--- src/hdl/prr_pkg.sv ---
package prr_pkg;

   // width of every value field on the ports and in the stores
   localparam int FIELD_W = 11;
   // width of the length register
   localparam int LEN_W = 11;
   // default capacity and reset length
   localparam int MAX_LEN_DEF = 1024;
   localparam int LEN_RESET = 1024;

   // request kinds carried on req_tuser
   typedef enum logic [1:0] {
      KIND_REVERSE = 2'd0,
      KIND_LOCATE  = 2'd1,
      KIND_FETCH   = 2'd2
   } kind_type;

   // sequencer states
   typedef enum logic [4:0] {
      ST_CLEAR  = 5'b00001,
      ST_IDLE   = 5'b00010,
      ST_SWAP_A = 5'b00100,
      ST_SWAP_B = 5'b01000,
      ST_DONE   = 5'b10000
   } state_type;

   // strobes from the sequencer to both stores
   typedef struct packed {
      logic rd_en;
      logic wr_en;
   } mem_ctl_type;

endpackage

--- src/hdl/prr_ctrl.sv ---
module prr_ctrl
   import prr_pkg::*;
#(
   parameter int MAX_LEN = MAX_LEN_DEF
) (
   input  logic                       clock,
   input  logic                       reset,
   input  logic                       cfg_write,
   input  logic [LEN_W-1:0]           seq_len,
   input  logic                       req_valid,
   output logic                       req_ready,
   input  logic [1:0]                 req_kind,
   input  logic [FIELD_W-1:0]         range_start,
   input  logic [FIELD_W-1:0]         range_end,
   input  logic [FIELD_W-1:0]         query_element,
   input  logic [FIELD_W-1:0]         query_position,
   input  logic                       slot_free,
   output logic                       rsp_load,
   output logic [FIELD_W-1:0]         rsp_answer,
   output logic                       rsp_err,
   output mem_ctl_type                mem_ctl,
   output logic [$clog2(MAX_LEN)-1:0] eas_wr_addr,
   output logic [FIELD_W-1:0]         eas_wr_data,
   output logic [$clog2(MAX_LEN)-1:0] soe_wr_addr,
   output logic [FIELD_W-1:0]         soe_wr_data,
   output logic [$clog2(MAX_LEN)-1:0] eas_rd_addr0,
   output logic [$clog2(MAX_LEN)-1:0] eas_rd_addr1,
   output logic [$clog2(MAX_LEN)-1:0] soe_rd_addr,
   input  logic [FIELD_W-1:0]         eas_rd_data0,
   input  logic [FIELD_W-1:0]         eas_rd_data1,
   input  logic [FIELD_W-1:0]         soe_rd_data
);

   localparam int AW = $clog2(MAX_LEN);

   state_type          state_ff, state_in;
   kind_type           kind_ff, kind_in;
   logic               err_ff, err_in;
   logic [FIELD_W-1:0] a_ff, a_in;
   logic [FIELD_W-1:0] b_ff, b_in;
   logic [AW-1:0]      cnt_ff, cnt_in;

   logic               accept;
   logic               start_ok, end_ok, elem_ok, pos_ok;
   logic [FIELD_W-1:0] a_next, b_next;
   logic [FIELD_W-1:0] clear_value;

   assign accept    = req_valid && req_ready;
   assign req_ready = (state_ff == ST_IDLE);

   assign start_ok = (range_start != '0) && (range_start <= seq_len);
   assign end_ok   = (range_end != '0) && (range_end <= seq_len);
   assign elem_ok  = (query_element != '0) && (query_element <= seq_len);
   assign pos_ok   = (query_position != '0) && (query_position <= seq_len);

   assign a_next      = a_ff + FIELD_W'(1);
   assign b_next      = b_ff - FIELD_W'(1);
   assign clear_value = FIELD_W'(cnt_ff) + FIELD_W'(1);

   always_comb begin
      state_in = state_ff;
      kind_in  = kind_ff;
      err_in   = err_ff;
      a_in     = a_ff;
      b_in     = b_ff;
      cnt_in   = cnt_ff;
      rsp_load = 1'b0;
      case (state_ff)
         ST_CLEAR: begin
            cnt_in = cnt_ff + AW'(1);
            if (cnt_ff == AW'(MAX_LEN - 1)) begin
               state_in = ST_IDLE;
            end
         end
         ST_IDLE: begin
            if (accept) begin
               kind_in = kind_type'(req_kind);
               a_in    = range_start;
               b_in    = range_end;
               case (req_kind)
                  KIND_REVERSE: err_in = !(start_ok && end_ok && range_start <= range_end);
                  KIND_LOCATE:  err_in = !elem_ok;
                  KIND_FETCH:   err_in = !pos_ok;
                  default:      err_in = 1'b1;
               endcase
               if (req_kind == KIND_REVERSE && start_ok && end_ok
                   && range_start < range_end) begin
                  state_in = ST_SWAP_A;
               end else begin
                  state_in = ST_DONE;
               end
            end
         end
         ST_SWAP_A: begin
            state_in = ST_SWAP_B;
         end
         ST_SWAP_B: begin
            a_in = a_next;
            b_in = b_next;
            if (a_next < b_next) begin
               state_in = ST_SWAP_A;
            end else begin
               state_in = ST_DONE;
            end
         end
         ST_DONE: begin
            if (slot_free) begin
               rsp_load = 1'b1;
               state_in = ST_IDLE;
            end
         end
         default: begin
            state_in = ST_CLEAR;
            cnt_in   = '0;
         end
      endcase
      // a length write restarts the identity sweep
      if (cfg_write) begin
         state_in = ST_CLEAR;
         cnt_in   = '0;
      end
   end

   always_ff @(posedge clock) begin
      if (reset) begin
         state_ff <= ST_CLEAR;
         cnt_ff   <= '0;
      end else begin
         state_ff <= state_in;
         cnt_ff   <= cnt_in;
      end
   end

   always_ff @(posedge clock) begin
      kind_ff <= kind_in;
      err_ff  <= err_in;
      a_ff    <= a_in;
      b_ff    <= b_in;
   end

   // memory port steering
   always_comb begin
      mem_ctl.rd_en = accept || (state_ff == ST_SWAP_B);
      mem_ctl.wr_en = (state_ff == ST_CLEAR) || (state_ff == ST_SWAP_A)
                      || (state_ff == ST_SWAP_B);
      eas_wr_addr   = AW'(a_ff - FIELD_W'(1));
      eas_wr_data   = eas_rd_data1;
      soe_wr_addr   = AW'(eas_rd_data1 - FIELD_W'(1));
      soe_wr_data   = a_ff;
      case (state_ff)
         ST_CLEAR: begin
            eas_wr_addr = cnt_ff;
            eas_wr_data = clear_value;
            soe_wr_addr = cnt_ff;
            soe_wr_data = clear_value;
         end
         ST_SWAP_B: begin
            eas_wr_addr = AW'(b_ff - FIELD_W'(1));
            eas_wr_data = eas_rd_data0;
            soe_wr_addr = AW'(eas_rd_data0 - FIELD_W'(1));
            soe_wr_data = b_ff;
         end
         default: begin
         end
      endcase
      if (state_ff == ST_IDLE) begin
         if (req_kind == KIND_FETCH) begin
            eas_rd_addr0 = AW'(query_position - FIELD_W'(1));
         end else begin
            eas_rd_addr0 = AW'(range_start - FIELD_W'(1));
         end
         eas_rd_addr1 = AW'(range_end - FIELD_W'(1));
      end else begin
         eas_rd_addr0 = AW'(a_next - FIELD_W'(1));
         eas_rd_addr1 = AW'(b_next - FIELD_W'(1));
      end
      soe_rd_addr = AW'(query_element - FIELD_W'(1));
   end

   // answer comes from the read issued when the request was taken
   always_comb begin
      rsp_err    = err_ff;
      rsp_answer = '0;
      if (!err_ff) begin
         case (kind_ff)
            KIND_LOCATE: rsp_answer = soe_rd_data;
            KIND_FETCH:  rsp_answer = eas_rd_data0;
            default:     rsp_answer = '0;
         endcase
      end
   end

endmodule

--- config.mk ---
export PLATFORM = sky130hd
export DESIGN_NAME = prr_ctrl
export DESIGN_NICKNAME = d
export VERILOG_FILES = /design/src/hdl/prr_pkg.sv /design/src/hdl/prr_ctrl.sv
export SDC_FILE = /design/constraint.sdc
export NUM_CORES = 1
export LEC_CHECK = 0
export BUFFER_PORTS_ARGS = -buffer_cell sky130_fd_sc_hd__buf_2
export CORE_MARGIN = 5
export CORE_UTILIZATION = 48
export DETAILED_ROUTE_END_ITERATION = 10
export GPL_TIMING_DRIVEN = 0
export PLACE_DENSITY = 0.79
export REMOVE_ABC_BUFFERS = 1
export SLEW_MARGIN = 20
export SYNTH_ARGS = -nofsm -noshare
export SYNTH_HDL_FRONTEND = slang
export SYNTH_SLANG_ARGS = --single-unit
--- constraint.sdc ---
create_clock -name clock -period 2.5 [get_ports clock]
set_input_delay 0.125 -clock clock [delete_from_list [all_inputs] [get_ports clock]]
set_output_delay 0.125 -clock clock [all_outputs]
set_load 0.02 [all_outputs]
==> out/summary.log <==
qor: run_status.outcome finished with violations
qor: run_status.violations negative setup slack
qor: global_route.grt_max_degree 46
qor: cts.root_buffer sky130_fd_sc_hd__clkbuf_16
qor: sta.fin_worst_skew 6.67 ps
qor: yosys.synth.ff_latch_count 40
qor: floorplan.core_area 12000 um2
qor: critical_path.critPathMostFrequentCell sky130_fd_sc_hd__a2111oi_4
qor: critical_path.timing.critical_path.slowest_cell_delay 450 ps
qor: global_route.grt_pass1_vias 6661
qor: routing.detailedRoute.firstPassIterationCount 5
qor: floorplan.chipWidth 121 um
qor: layout.mostFrequentLayoutCell sky130_fd_sc_hd__buf_2
qor: yosys.syn_avg_cell_area 7.68 um2
qor: yosys.synth_async_sr_flop_share 0%
qor: place.post-place-cells 1057
qor: routing.wirelength_met1 8.89 mm
qor: yosys.yosysWarnings 0
qor: place.place_hpwl 16.0 mm
qor: routing.drt-wirelength-per-cell 20.8 um
qor: sta.final.setup.worst_slack -278 ps
qor: power_and_ir_drop.irDropWorstVdd 0.225 mV
qor: cts.clk-insertion-delay-late 290 ps
qor: critical_path.crit_chain buf_4 > nor3_4 > xnor2_1 > ha_1 > nand2_1 > o21ai_4 > a2111oi_4 > a2111oi_4 > nor4_2 > o221a_1
qor: critical_path.cp_max_fo 4
qor: critical_path.worstSetupStartpointType register
qor: layout.finish.net_count 1134
qor: routing.drt-initial-drc-count 615
qor: layout.layout_overhead_on_the_synthesized_area 37.0%
qor: sta.worst_pin_slew 879 ps
qor: global_route.grt_util_all_layers 28.9%
qor: layout.commonest_non_fill_non_tap_cells_in_the_layout sky130_fd_sc_hd__buf_2, sky130_fd_sc_hd__nor2_1, sky130_fd_sc_hd__nand2_1, sky130_fd_sc_hd__ha_1, sky130_fd_sc_hd__buf_4
qor: sta.setup_viol_count_final 16
qor: sta.hold_ws 126 ps
qor: floorplan.floorplan.initialDensity 48.9%
qor: hold_path.worst_hold_path.num_cells 1
qor: place.detailedPlace.worstSlack -855 ps
qor: critical_path.timing.rr.start b_ff[0]
qor: yosys.syn_inst 766
qor: routing.dr_wl_met2 10.7 mm
qor: layout.final_layout_size_suffix_gt1_share 36.8%
qor: power_and_ir_drop.power.density 240 nW/um2
qor: cts.clk_pin_slew 60 ps
qor: routing.route.detailed.drc 0
qor: critical_path.timing.critical_path.arrival 3000 ps
qor: hold_path.worst_hold_path_class in -> reg
qor: yosys.synthDistinctLibCells 73
qor: yosys.syn_area 5880 um2
qor: global_route.initial_antenna_violation_count 0
qor: sta.max-slew-margin-rel 41.2%
qor: global_route.grt_pass1_wl 34.0 mm
qor: sta.fin_tns_setup -2110 ps
qor: layout.fillCellCount 949
qor: cts.cts_made_buffers 5
qor: critical_path.critical_path_class reg -> reg
qor: place.finalWeightedCongestion 0.952
qor: routing.top_layer_used met4
qor: hold_path.hold_end kind_ff[1]
qor: yosys.most_instantiated_flip_flop_cell_in_the_synthesis_netlist sky130_fd_sc_hd__edfxtp_1
qor: yosys.number_of_flops_mapped_to_enable_cells_by_yosys 25
qor: yosys.synth-seq-area-share 17.9%
qor: routing.final_antenna_net_count 0
qor: floorplan.boundaryPins 183
qor: power_and_ir_drop.power.leakage 3.72 nW
qor: routing.route.final.wire_length 23.2 mm
qor: sta.max_freq 360 MHz
qor: cts.cts_tree built
qor: job.max-cap-violations 0
qor: critical_path.rr_endpoint state_ff[2]
qor: cts.cts.sink_count 40
qor: sta.timing.final.crit_share 111%
qor: cts.cts_max_path_buffers 2
qor: critical_path.max_stage_delay_cell_worst_path sky130_fd_sc_hd__edfxtp_1
qor: layout.n_antenna_cell 0
qor: sta.final_hold_vio_count 0
qor: floorplan.total_die_area 14600 um2
qor: layout.utilization 67.1%
qor: place.buffer_ports.inserted 182
qor: floorplan.rows 40
qor: hold_path.holdCritStartpoint req_kind[1]
qor: layout.register_area 1060 um2
qor: routing.vias 6984
qor: cts.cts_max_level 2
qor: routing.detailroute.wirelength.met3 2.16 mm
qor: critical_path.timing.critical_path.to_type register
qor: layout.layoutNonFillerInstCount 1115
qor: layout.multi_input_area 5100 um2
qor: global_route.overflow 0
qor: sta.final.min_clock_period 2780 ps
qor: routing.vias_per_cell 6.26
qor: critical_path.cp.required 2730 ps
qor: critical_path.worst-r2r-cell-count 10
qor: floorplan.vertical_die_dimension 121 um
qor: critical_path.regToRegSetupSlack -280 ps
qor: sta.grt_setup_unrepaired yes
qor: sta.drv_slew 0
==> synth_stat cells, types with 5 or more instances <==
library cell / number / area [um2]
sky130_fd_sc_hd__xor2_1: 35 / 307
sky130_fd_sc_hd__nor2_1: 78 / 293
sky130_fd_sc_hd__and3_1: 5 / 31.3
sky130_fd_sc_hd__nor4_1: 14 / 87.6
sky130_fd_sc_hd__or3_1: 7 / 43.8
sky130_fd_sc_hd__a21o_1: 6 / 45.0
sky130_fd_sc_hd__buf_2: 16 / 80.1
sky130_fd_sc_hd__o21ai_0: 45 / 225
sky130_fd_sc_hd__inv_1: 46 / 173
sky130_fd_sc_hd__nor3_1: 24 / 120
sky130_fd_sc_hd__o221ai_1: 8 / 70.1
sky130_fd_sc_hd__nor2b_1: 8 / 50.1
sky130_fd_sc_hd__clkbuf_1: 23 / 86.3
sky130_fd_sc_hd__dfxtp_1: 15 / 300
sky130_fd_sc_hd__mux2i_1: 21 / 210
sky130_fd_sc_hd__nand2b_1: 8 / 50.1
sky130_fd_sc_hd__o21ai_1: 5 / 25.0
sky130_fd_sc_hd__xnor2_1: 34 / 298
sky130_fd_sc_hd__a22oi_1: 11 / 82.6
sky130_fd_sc_hd__a221o_1: 19 / 190
sky130_fd_sc_hd__edfxtp_1: 25 / 751
sky130_fd_sc_hd__nand3_1: 19 / 95.1
sky130_fd_sc_hd__or2_2: 5 / 31.3
sky130_fd_sc_hd__nand4_1: 16 / 100
sky130_fd_sc_hd__ha_1: 72 / 901
sky130_fd_sc_hd__o21a_1: 6 / 45.0
sky130_fd_sc_hd__a21oi_1: 47 / 235
sky130_fd_sc_hd__o211ai_1: 9 / 67.6
sky130_fd_sc_hd__nand2_1: 72 / 270
==> state kept, by name, indices dropped and copies added (netlist names) <==
signal / cells
kind_ff: 2
a_ff: 11
rsp_err: 1
state_ff: 5
cnt_ff: 10
b_ff: 11
==> report_power, final <==
| part | leakage (nW) | switching, W | internal, W |
|---|---|---|---|
| Sequential | 0.347 | 0.00000186 | 0.000702 |
| Combinational | 3.30 | 0.000309 | 0.000215 |
| Clock | 0.0823 | 0.000277 | 0.000430 |
| Total | 3.72 | 0.000588 | 0.00135 |
==> metal layers <==
metal | global-route usage [%] | vias to the layer above
met4 | 14.4 | 0
li1 | - | 3204
met3 | 4.35 | 119
met5 | 0 | -
met2 | 49.4 | 478
met1 | 35.3 | 3183
==> worst max path at each step <==
stage,from,endpoint,slack (ps),depth (start not counted)
floorplan,state_ff[3],soe_wr_data[0],-700,5
global placement,state_ff[3],soe_wr_addr[6],-1440,9
detailed placement,a_ff[0],state_ff[2],-860,11
CTS,b_ff[0],state_ff[2],-170,13
global route,b_ff[0],state_ff[2],-420,13
finish,b_ff[0],state_ff[2],-280,10
==> worst max-delay path: cells and delay by family, from the launching register on <==
family	cells	cell delay, ps
flops	1	450
xor+xnor	1	280
fa+ha+maj	1	330
simple gates	3	680
compound gates	4	800
buf+inv	1	190
==> per-stage QoR <==
step,power [W],area [um2]
after floorplan,0.00100,5690
after global placement,0.00121,6790
after detailed placement,0.00123,6860
after CTS,0.00192,7790
after global routing,0.00201,8060
final,0.00193,8060
==> cells by family after synthesis <==
kind of cell             share of synthesized area, %
AO/OA/AOI/OAI                                    22.0
AND/OR/NAND/NOR                                  24.3
buffers and inverters                            6.15
adder cells (fa/ha/maj)                          15.3
multiplexers                                     3.77
flip-flops                                       17.9
XOR/XNOR                                         10.6
==> timing repair <==
action	in CTS	in global routing
setup endpoints to repair	59	49
buffers inserted	39	10
gates resized for setup	94	41
cloned	1	0
hold buffers	0	0
pin swaps	29	19
==> cell type report <==
type                       count  share of cell area (%)
inverter                      47                    2.35
multi-input combinational    639                    63.3
timing repair buffer         234                    16.9
clock inverter                 2                   0.140
tap                          147                    2.28
clock buffer                   6                    1.86
sequential                    40                    13.1
No activity file was read; power rests on OpenSTA's default activity.
